===== config.mk =====
export PLATFORM = sky130hd
export DESIGN_NAME = bmp_pixel_stream_blitter
export DESIGN_NICKNAME = d
export VERILOG_FILES = /design/src/hdl/bmpblt_pkg.sv /design/src/hdl/bmpblt_stream_ctl.sv /design/src/hdl/bmp_pixel_stream_blitter.sv
export VERILOG_INCLUDE_DIRS = /design/src /design/src/hdl
export SDC_FILE = /design/constraint.sdc
export NUM_CORES = 1
export LEC_CHECK = 0
export BUFFER_PORTS_ARGS = -buffer_cell sky130_fd_sc_hd__buf_4
export CAP_MARGIN = 20
export CORE_ASPECT_RATIO = 0.5
export CORE_MARGIN = 5
export CORE_UTILIZATION = 60
export DETAILED_ROUTE_END_ITERATION = 6
export HOLD_SLACK_MARGIN = 0.15
export PLACE_DENSITY = 0.79
export SYNTH_ARGS = -nofsm -noshare
export SYNTH_HDL_FRONTEND = slang
export SYNTH_HIERARCHICAL = 1
export SYNTH_SLANG_ARGS = --single-unit

===== constraint.sdc =====
create_clock -name clk -period 5.73 [get_ports clk]
set_input_delay 1.146 -clock clk [delete_from_list [all_inputs] [get_ports clk]]
set_output_delay 1.146 -clock clk [all_outputs]
set_load 0.05 [all_outputs]

===== src/hdl/assert_macros.svh =====
// Assertion macros used by the top-level RTL file of the pixel stream blitter.
`ifndef ASSERT_MACROS_SVH
`define ASSERT_MACROS_SVH

// Same-cycle implication, sampled on clk, switched off while in reset
`define BMPBLT_ASSERT_IMP(lbl, ante, cons) \
    lbl: assert property (@(posedge clk) disable iff (!rst_n) (ante) |-> (cons)) \
        else $error("bmpblt assertion failed");

// Next-cycle implication, sampled on clk, switched off while in reset
`define BMPBLT_ASSERT_NXT(lbl, ante, cons) \
    lbl: assert property (@(posedge clk) disable iff (!rst_n) (ante) |=> (cons)) \
        else $error("bmpblt assertion failed");

`endif


===== src/hdl/bmpblt_pkg.sv =====
// Types and constants shared by the pixel stream blitter modules.
package bmpblt_pkg;

    localparam int DIM_W     = 12;   // image width / height magnitude
    localparam int ORIGIN_W  = 13;   // signed screen origin
    localparam int COORD_W   = 12;   // on-screen coordinate (screen up to 4095)
    localparam int SCOORD_W  = 15;   // signed intermediate screen coordinate
    localparam int PROD_W    = 2 * COORD_W;
    localparam int FB_ADDR_W = 19;
    localparam int COLOR_W   = 32;
    localparam int CFG_IDX_W = 3;
    localparam int CFG_DATA_W = 13;

    // Configuration register indexes
    localparam logic [CFG_IDX_W-1:0] CFG_WIDTH_MAG  = 3'd0;
    localparam logic [CFG_IDX_W-1:0] CFG_MIRROR_X   = 3'd1;
    localparam logic [CFG_IDX_W-1:0] CFG_HEIGHT_MAG = 3'd2;
    localparam logic [CFG_IDX_W-1:0] CFG_BOTTOM_UP  = 3'd3;
    localparam logic [CFG_IDX_W-1:0] CFG_HAS_ALPHA  = 3'd4;
    localparam logic [CFG_IDX_W-1:0] CFG_ORIGIN_X   = 3'd5;
    localparam logic [CFG_IDX_W-1:0] CFG_ORIGIN_Y   = 3'd6;

    typedef struct packed {
        logic [DIM_W-1:0]           width_magnitude;
        logic                       mirror_x;
        logic [DIM_W-1:0]           height_magnitude;
        logic                       bottom_up;
        logic                       has_alpha;
        logic signed [ORIGIN_W-1:0] origin_x;
        logic signed [ORIGIN_W-1:0] origin_y;
    } cfg_t;

    // Completed pixel from the byte assembler, coordinates zero when off screen
    typedef struct packed {
        logic               produce;
        logic [COORD_W-1:0] sx;
        logic [COORD_W-1:0] sy;
        logic               vis;
        logic               last;
        logic [COLOR_W-1:0] color;
    } pix_t;

endpackage


===== src/hdl/bmpblt_stream_ctl.sv =====
// Byte assembler: pixel phase, row/column/padding counters and screen coordinates.
module bmpblt_stream_ctl #(
    parameter int SCREEN_WIDTH  = 800,
    parameter int SCREEN_HEIGHT = 480
) (
    input  logic                clk,
    input  logic                rst_n,
    input  bmpblt_pkg::cfg_t    cfg,
    input  logic                accept,
    input  logic [7:0]          data_byte,
    output bmpblt_pkg::pix_t    pix
);
    import bmpblt_pkg::*;

    typedef enum logic [1:0] {
        PH_BLUE  = 2'd0,
        PH_GREEN = 2'd1,
        PH_RED   = 2'd2,
        PH_ALPHA = 2'd3
    } phase_t;

    phase_t              phase_reg, phase_next;
    logic [7:0]          blue_reg, blue_next;
    logic [7:0]          green_reg, green_next;
    logic [7:0]          red_reg, red_next;
    logic [DIM_W-1:0]    col_reg, col_next;
    logic [DIM_W-1:0]    row_reg, row_next;
    logic [1:0]          pad_reg, pad_next;

    logic [DIM_W-1:0]    w_eff;
    logic [DIM_W-1:0]    h_eff;
    logic [1:0]          pad_needed;
    logic [1:0]          pad_inc;
    logic                in_padding;
    logic                col_done;
    logic                row_done;
    logic [DIM_W-1:0]    row_wrap;
    logic                produce;
    logic [7:0]          alpha_b;
    logic [7:0]          red_b;
    logic signed [SCOORD_W-1:0] ox_ext, oy_ext, w_ext, h_ext, col_ext, row_ext;
    logic signed [SCOORD_W-1:0] sx_full, sy_full;
    logic                vis;

    // Effective sizes: zero acts as one
    assign w_eff      = (cfg.width_magnitude == '0) ? DIM_W'(1) : cfg.width_magnitude;
    assign h_eff      = (cfg.height_magnitude == '0) ? DIM_W'(1) : cfg.height_magnitude;
    assign pad_needed = cfg.has_alpha ? 2'd0 : w_eff[1:0];
    assign pad_inc    = pad_reg + 2'd1;
    assign in_padding = (phase_reg == PH_BLUE) && (col_reg >= w_eff);
    assign col_done   = ({1'b0, col_reg} + (DIM_W+1)'(1)) >= {1'b0, w_eff};
    assign row_done   = ({1'b0, row_reg} + (DIM_W+1)'(1)) >= {1'b0, h_eff};
    assign row_wrap   = row_done ? '0 : row_reg + DIM_W'(1);

    // Byte routing for the completing byte
    assign red_b   = (phase_reg == PH_RED) ? data_byte : red_reg;
    assign alpha_b = (phase_reg == PH_ALPHA) ? data_byte : 8'd0;
    assign produce = !in_padding &&
                     ((phase_reg == PH_ALPHA) || (phase_reg == PH_RED && !cfg.has_alpha));

    // Screen coordinates
    assign ox_ext  = SCOORD_W'(cfg.origin_x);
    assign oy_ext  = SCOORD_W'(cfg.origin_y);
    assign w_ext   = $signed({{(SCOORD_W-DIM_W){1'b0}}, w_eff});
    assign h_ext   = $signed({{(SCOORD_W-DIM_W){1'b0}}, h_eff});
    assign col_ext = $signed({{(SCOORD_W-DIM_W){1'b0}}, col_reg});
    assign row_ext = $signed({{(SCOORD_W-DIM_W){1'b0}}, row_reg});
    assign sx_full = cfg.mirror_x  ? ox_ext + w_ext - SCOORD_W'(1) - col_ext : ox_ext + col_ext;
    assign sy_full = cfg.bottom_up ? oy_ext + h_ext - SCOORD_W'(1) - row_ext : oy_ext + row_ext;
    assign vis = !sx_full[SCOORD_W-1] && !sy_full[SCOORD_W-1] &&
                 (sx_full < SCOORD_W'(SCREEN_WIDTH)) && (sy_full < SCOORD_W'(SCREEN_HEIGHT));

    always_comb
    begin
        pix.produce = produce;
        pix.sx      = vis ? sx_full[COORD_W-1:0] : '0;
        pix.sy      = vis ? sy_full[COORD_W-1:0] : '0;
        pix.vis     = vis;
        pix.last    = col_done && row_done;
        pix.color   = {alpha_b, red_b, green_reg, blue_reg};
    end

    // Next-state logic for one accepted byte
    always_comb
    begin
        phase_next = phase_reg;
        blue_next  = blue_reg;
        green_next = green_reg;
        red_next   = red_reg;
        col_next   = col_reg;
        row_next   = row_reg;
        pad_next   = pad_reg;
        if (accept)
        begin
            if (in_padding)
            begin
                pad_next = pad_inc;
                if (pad_inc >= pad_needed || pad_inc == 2'd0)
                begin
                    col_next = '0;
                    pad_next = '0;
                    row_next = row_wrap;
                end
            end
            else
            begin
                unique case (phase_reg)
                    PH_BLUE:
                    begin
                        blue_next  = data_byte;
                        phase_next = PH_GREEN;
                    end
                    PH_GREEN:
                    begin
                        green_next = data_byte;
                        phase_next = PH_RED;
                    end
                    PH_RED:
                    begin
                        red_next   = data_byte;
                        phase_next = cfg.has_alpha ? PH_ALPHA : PH_BLUE;
                    end
                    PH_ALPHA:
                    begin
                        phase_next = PH_BLUE;
                    end
                endcase
                // Column advance once a pixel completes
                if (produce)
                begin
                    if (!col_done)
                    begin
                        col_next = col_reg + DIM_W'(1);
                    end
                    else if (pad_needed == 2'd0)
                    begin
                        col_next = '0;
                        pad_next = '0;
                        row_next = row_wrap;
                    end
                    else
                    begin
                        col_next = w_eff;
                        pad_next = '0;
                    end
                end
            end
        end
    end

    // Stream state
    always_ff @(posedge clk or negedge rst_n)
    begin
        if (!rst_n)
        begin
            phase_reg <= PH_BLUE;
            blue_reg  <= '0;
            green_reg <= '0;
            red_reg   <= '0;
            col_reg   <= '0;
            row_reg   <= '0;
            pad_reg   <= '0;
        end
        else
        begin
            phase_reg <= phase_next;
            blue_reg  <= blue_next;
            green_reg <= green_next;
            red_reg   <= red_next;
            col_reg   <= col_next;
            row_reg   <= row_next;
            pad_reg   <= pad_next;
        end
    end

endmodule


===== src/hdl/bmp_pixel_stream_blitter.sv =====
// Top level of the BMP pixel stream blitter: config, pipeline and framebuffer address.
//
//  Channel | Handshake              | Payload
//  --------+------------------------+--------------------------------------------------
//  in      | in_valid / in_stall    | data_byte
//  out     | out_valid / out_stall  | fb_address, pixel_color, on_screen, last_pixel
//  cfg     | cfg_valid / cfg_ready  | cfg_index, cfg_data
//
// One byte is taken per cycle unless in_stall is high; a pixel's result is registered
// in the coordinate stage, then after the row-times-width multiply and add.
// rst_n clears stream counters and both valid flags; config registers go to defaults.
// out_stall holds the result register; in_stall rises only when both stages are full.
// cfg_ready is always high.
`include "assert_macros.svh"

module bmp_pixel_stream_blitter #(
    parameter int SCREEN_WIDTH  = 800,
    parameter int SCREEN_HEIGHT = 480
) (
    input  logic                                   clk,
    input  logic                                   rst_n,
    input  logic                                   in_valid,
    output logic                                   in_stall,
    input  logic [7:0]                             data_byte,
    output logic                                   out_valid,
    input  logic                                   out_stall,
    output logic [bmpblt_pkg::FB_ADDR_W-1:0]       fb_address,
    output logic [bmpblt_pkg::COLOR_W-1:0]         pixel_color,
    output logic                                   on_screen,
    output logic                                   last_pixel,
    input  logic                                   cfg_valid,
    output logic                                   cfg_ready,
    input  logic [bmpblt_pkg::CFG_IDX_W-1:0]       cfg_index,
    input  logic [bmpblt_pkg::CFG_DATA_W-1:0]      cfg_data
);
    import bmpblt_pkg::*;

    localparam int FB_SIZE = SCREEN_WIDTH * SCREEN_HEIGHT;

    cfg_t                 cfg_reg;
    pix_t                 pix;
    pix_t                 s1_reg;
    logic                 s1_valid_reg, s1_valid_next;
    logic                 out_valid_reg, out_valid_next;
    logic [FB_ADDR_W-1:0] fb_address_reg;
    logic [COLOR_W-1:0]   pixel_color_reg;
    logic                 on_screen_reg;
    logic                 last_pixel_reg;
    logic                 out_free;
    logic                 s1_free;
    logic                 accept;
    logic [PROD_W-1:0]    addr_full;

    // Handshake
    assign out_free  = !out_valid_reg || !out_stall;
    assign s1_free   = !s1_valid_reg || out_free;
    assign in_stall  = !s1_free;
    assign accept    = in_valid && s1_free;
    assign cfg_ready = 1'b1;

    // Configuration registers
    always_ff @(posedge clk or negedge rst_n)
    begin
        if (!rst_n)
        begin
            cfg_reg.width_magnitude  <= DIM_W'(1);
            cfg_reg.mirror_x         <= 1'b0;
            cfg_reg.height_magnitude <= DIM_W'(1);
            cfg_reg.bottom_up        <= 1'b1;
            cfg_reg.has_alpha        <= 1'b0;
            cfg_reg.origin_x         <= '0;
            cfg_reg.origin_y         <= '0;
        end
        else if (cfg_valid && cfg_ready)
        begin
            unique case (cfg_index)
                CFG_WIDTH_MAG:  cfg_reg.width_magnitude  <= cfg_data[DIM_W-1:0];
                CFG_MIRROR_X:   cfg_reg.mirror_x         <= cfg_data[0];
                CFG_HEIGHT_MAG: cfg_reg.height_magnitude <= cfg_data[DIM_W-1:0];
                CFG_BOTTOM_UP:  cfg_reg.bottom_up        <= cfg_data[0];
                CFG_HAS_ALPHA:  cfg_reg.has_alpha        <= cfg_data[0];
                CFG_ORIGIN_X:   cfg_reg.origin_x         <= $signed(cfg_data);
                CFG_ORIGIN_Y:   cfg_reg.origin_y         <= $signed(cfg_data);
                default:        ;
            endcase
        end
    end

    // Byte assembly and coordinates
    bmpblt_stream_ctl #(
        .SCREEN_WIDTH  (SCREEN_WIDTH),
        .SCREEN_HEIGHT (SCREEN_HEIGHT)
    ) u_stream_ctl (
        .clk       (clk),
        .rst_n     (rst_n),
        .cfg       (cfg_reg),
        .accept    (accept),
        .data_byte (data_byte),
        .pix       (pix)
    );

    // Framebuffer address from the registered coordinates
    assign addr_full = PROD_W'(s1_reg.sy) * PROD_W'(SCREEN_WIDTH) + PROD_W'(s1_reg.sx);

    assign s1_valid_next  = s1_free ? (accept && pix.produce) : s1_valid_reg;
    assign out_valid_next = out_free ? s1_valid_reg : out_valid_reg;

    // Pipeline valid flags
    always_ff @(posedge clk or negedge rst_n)
    begin
        if (!rst_n)
        begin
            s1_valid_reg  <= 1'b0;
            out_valid_reg <= 1'b0;
        end
        else
        begin
            s1_valid_reg  <= s1_valid_next;
            out_valid_reg <= out_valid_next;
        end
    end

    // Pipeline payload
    always_ff @(posedge clk)
    begin
        if (s1_free && accept && pix.produce)
        begin
            s1_reg <= pix;
        end
        if (out_free && s1_valid_reg)
        begin
            fb_address_reg  <= FB_ADDR_W'(addr_full);
            pixel_color_reg <= s1_reg.color;
            on_screen_reg   <= s1_reg.vis;
            last_pixel_reg  <= s1_reg.last;
        end
    end

    assign out_valid   = out_valid_reg;
    assign fb_address  = fb_address_reg;
    assign pixel_color = pixel_color_reg;
    assign on_screen   = on_screen_reg;
    assign last_pixel  = last_pixel_reg;

    // Checks
    `BMPBLT_ASSERT_IMP(a_offscreen_zero_addr, out_valid_reg && !on_screen_reg, fb_address_reg == '0)
    `BMPBLT_ASSERT_IMP(a_addr_in_range, out_valid && on_screen, fb_address < FB_ADDR_W'(FB_SIZE))
    `BMPBLT_ASSERT_NXT(a_pixel_captured, accept && pix.produce, s1_valid_reg)

endmodule


==> results.ini <==
[global_routing]
antenna_found_initial = 1
grt_max_degree = 57
overall_track_demand_over_capacity_in_global_routing_pct = 25.5
grt_ovf = 0
grt_pass1_wl_um = 56800
via_count_of_the_first_global_routing_pass = 10500

[logic_synthesis]
synthesis.area_per_instance_um2 = 11.0
synth-async-reset-ratio_pct = 49.1
synth_flop_cell = sky130_fd_sc_hd__edfxtp_1
total_standard_cell_area_after_synthesis_um2 = 14700
synth.yosys.warnings = 6
synth-edff-count = 111
number_of_instances_in_the_synthesized_netlist = 1340
yosysUniqueCellTypes = 93
synth_seq_area_share_pct = 40.8
synth-seq-cells = 218

[hold_path]
worst_hold_startpoint = s1_reg[8]$_DFFE_PP_
hold_path.class = register to register
hold_path_end = pixel_color[8]$_DFFE_PP_
timing.hold.worst_path_depth = 0

[route]
drt_iter0_drc = 842
detail_route.wl_per_cell_um = 20.1
detailed_route_wirelength_on_metal2_um = 16600
routed.top_layer = met5
postRouteAntennaNets = 0
wire_length_on_met1_um = 15700
route.final.wire_length_um = 35800
firstDrtPassIters = 5
met3RoutedLength_um = 2510
dr_vias = 10600
avgViaCountPerCell = 5.96
post_detailed_route_drc_marker_count = 0

[run_status]
outcome = finished clean

[cts]
cts.htree.levels = 1
cts_tree = yes
cts_buffers = 22
clkSinkCount = 218
clk_latency_ps = 530
root_buffer = sky130_fd_sc_hd__clkbuf_16
clk_pin_slew_worst_paths_ps = 60
post_cts.repair.setup_buffers = 0
cts_hold_repair.buffers = 0
cts.repair.resized = 0
ctsLongestPathBuffers = 3

[worst_setup_path]
capturing_element_type_of_the_critical_path = register
crit_path_start_kind = register
worst_r2r_endpoint = s1_reg[54]$_DFFE_PP_
timing.setup.critical_path_class = register to register
worst_r2r_startpoint = cfg_reg[42]$_DFFE_PN0P_
regToRegSetupSlack_ps = 1270
worstPathArrival_ps = 4790
largest_fanout_on_the_critical_path = 20
critical_path_required_ps = 6070
worst_r2r_path_depth = 14

[cells_and_area]
most-common-layout-cells = sky130_fd_sc_hd__inv_1, sky130_fd_sc_hd__ha_1, sky130_fd_sc_hd__edfxtp_1, sky130_fd_sc_hd__dfrtp_1
num-nets-final = 1643
filler_cell_count = 1742
antenna_cells_inserted = 0
final_cell_area_um2 = 16400
post_route_cells_drive_above_1_share_pct = 19.3
final_cell_count_no_fill = 1780
mostFrequentLayoutCell = sky130_fd_sc_hd__inv_1
layout.core_utilization_pct = 68.2
max_reg_flops = 58
area_growth_from_synthesis_to_layout_pct = 11.4

[timing]
fin_crit_sh_pct = 77.8
tightestPinTransition_ps = 981
skew_ps = 14.6
hold_viol = 0
timing.max_slew.rel_slack_pct = 34.2
grt_setup_unrepaired = no
post-route-min-period_ps = 4460
fin_ws_ps = 1270
achievable-frequency_mhz = 224
final.hold.worst_slack_ps = 415
final-setup-viol-count = 0
fin_tns_setup_ps = 0
final_max_slew_viol_count = 0

[pwr]
ir_worst_vdd_uv = 214
total_power_mw = 9.36
p_leak_nw = 7.32
power.density_cell_area_nw_per_um2 = 570

[die]
fp.dieH_um = 121
chipWidth_um = 232
fp.dieArea_um2 = 28000
core_area_um2 = 24100
floorplan.initialDensity_pct = 61.2
std_cell_rows = 40
top_level_ports = 85

[place]
detailed_place_hpwl_um = 27700
post-place-cells = 1740
gpl.final_weighted_congestion = 0.932
place_area_um2 = 15700
post-place-ws_ps = 1360
port_buffers = 83

[flow_run]
max_cap_viol_count = 0

where the power goes:
group	internal (mW)	switching (mW)
combinational	2.09	3.26
sequential	2.16	0.379
clock	0.823	0.642
total	5.08	4.28
synthesized netlist by cell type, types with 17 or more instances:
master | count | area (µm²)
sky130_fd_sc_hd__inv_1 | 185 | 694
sky130_fd_sc_hd__ha_1 | 150 | 1880
sky130_fd_sc_hd__edfxtp_1 | 111 | 3330
sky130_fd_sc_hd__dfrtp_1 | 104 | 2600
sky130_fd_sc_hd__mux2_2 | 92 | 1040
sky130_fd_sc_hd__nor2_1 | 62 | 233
sky130_fd_sc_hd__nand2_1 | 57 | 214
sky130_fd_sc_hd__a21oi_1 | 52 | 260
sky130_fd_sc_hd__xnor2_1 | 45 | 394
sky130_fd_sc_hd__o21ai_0 | 39 | 195
sky130_fd_sc_hd__fa_1 | 36 | 721
sky130_fd_sc_hd__nor3_1 | 30 | 150
sky130_fd_sc_hd__nand3_1 | 23 | 115
sky130_fd_sc_hd__and3_1 | 22 | 138
sky130_fd_sc_hd__a21o_1 | 18 | 135
sky130_fd_sc_hd__xor2_1 | 17 | 149
routing by layer:
metal  vias to the layer above  track usage [%]
met5                         -                0
met4                         2             6.64
met3                        71             5.51
met2                       340             41.8
met1                      5258             34.9
li1                       4943                -
worst max-delay path, cell delays in order, from the launching register on:
cell and delay (ps):
sky130_fd_sc_hd__dfrtp_1 460, sky130_fd_sc_hd__nor4_1 130, sky130_fd_sc_hd__a31o_2 300, sky130_fd_sc_hd__fa_1 390
sky130_fd_sc_hd__ha_1 240, sky130_fd_sc_hd__fa_1 440, sky130_fd_sc_hd__a21oi_1 210, sky130_fd_sc_hd__nor3_1 90
sky130_fd_sc_hd__or4b_2 630, sky130_fd_sc_hd__o211ai_1 100, sky130_fd_sc_hd__nor2_1 100, sky130_fd_sc_hd__o31ai_1 380
sky130_fd_sc_hd__o211ai_1 180, sky130_fd_sc_hd__buf_4 280, sky130_fd_sc_hd__a2111oi_4 340
final cells by class:
| class | instances | area [µm²] | area share [%] |
|---|---|---|---|
| timing repair buffer | 92 | 691 | 4.21 |
| tap | 336 | 420 | 2.56 |
| clock buffer | 27 | 579 | 3.53 |
| clock inverter | 13 | 145 | 0.884 |
| multi-input combinational | 909 | 7870 | 47.9 |
| inverter | 185 | 694 | 4.23 |
| sequential | 218 | 6010 | 36.6 |
worst max path at each step:
stage                                        startpoint                                  end  slack [ps]  cells after the start
floorplan                                     out_stall              fb_address[0]$_DFFE_PP_         180                      1
global placement                cfg_reg[42]$_DFFE_PN0P_                 s1_reg[54]$_DFFE_PP_        1350                     14
detailed placement              cfg_reg[42]$_DFFE_PN0P_                 s1_reg[54]$_DFFE_PP_        1360                     14
CTS                             cfg_reg[42]$_DFFE_PN0P_                 s1_reg[54]$_DFFE_PP_        1340                     14
global route        u_stream_ctl/col_reg[1]$_DFFE_PN0P_  u_stream_ctl/row_reg[0]$_DFFE_PN0P_        1070                     13
finish                          cfg_reg[42]$_DFFE_PN0P_                 s1_reg[54]$_DFFE_PP_        1270                     14
cells by family after synthesis:
family	Yosys count	synth area share [%]
adders and majority gates	186	17.6
other	2	0.0510
AOI/OAI and AO/OA	246	12.1
and+or+nand+nor	304	11.8
DFF	218	40.8
xor gates and xnor gates	62	3.69
buffers and inverters	217	6.00
muxes	105	7.92
Note: power is estimated with default switching activity, not from simulation.
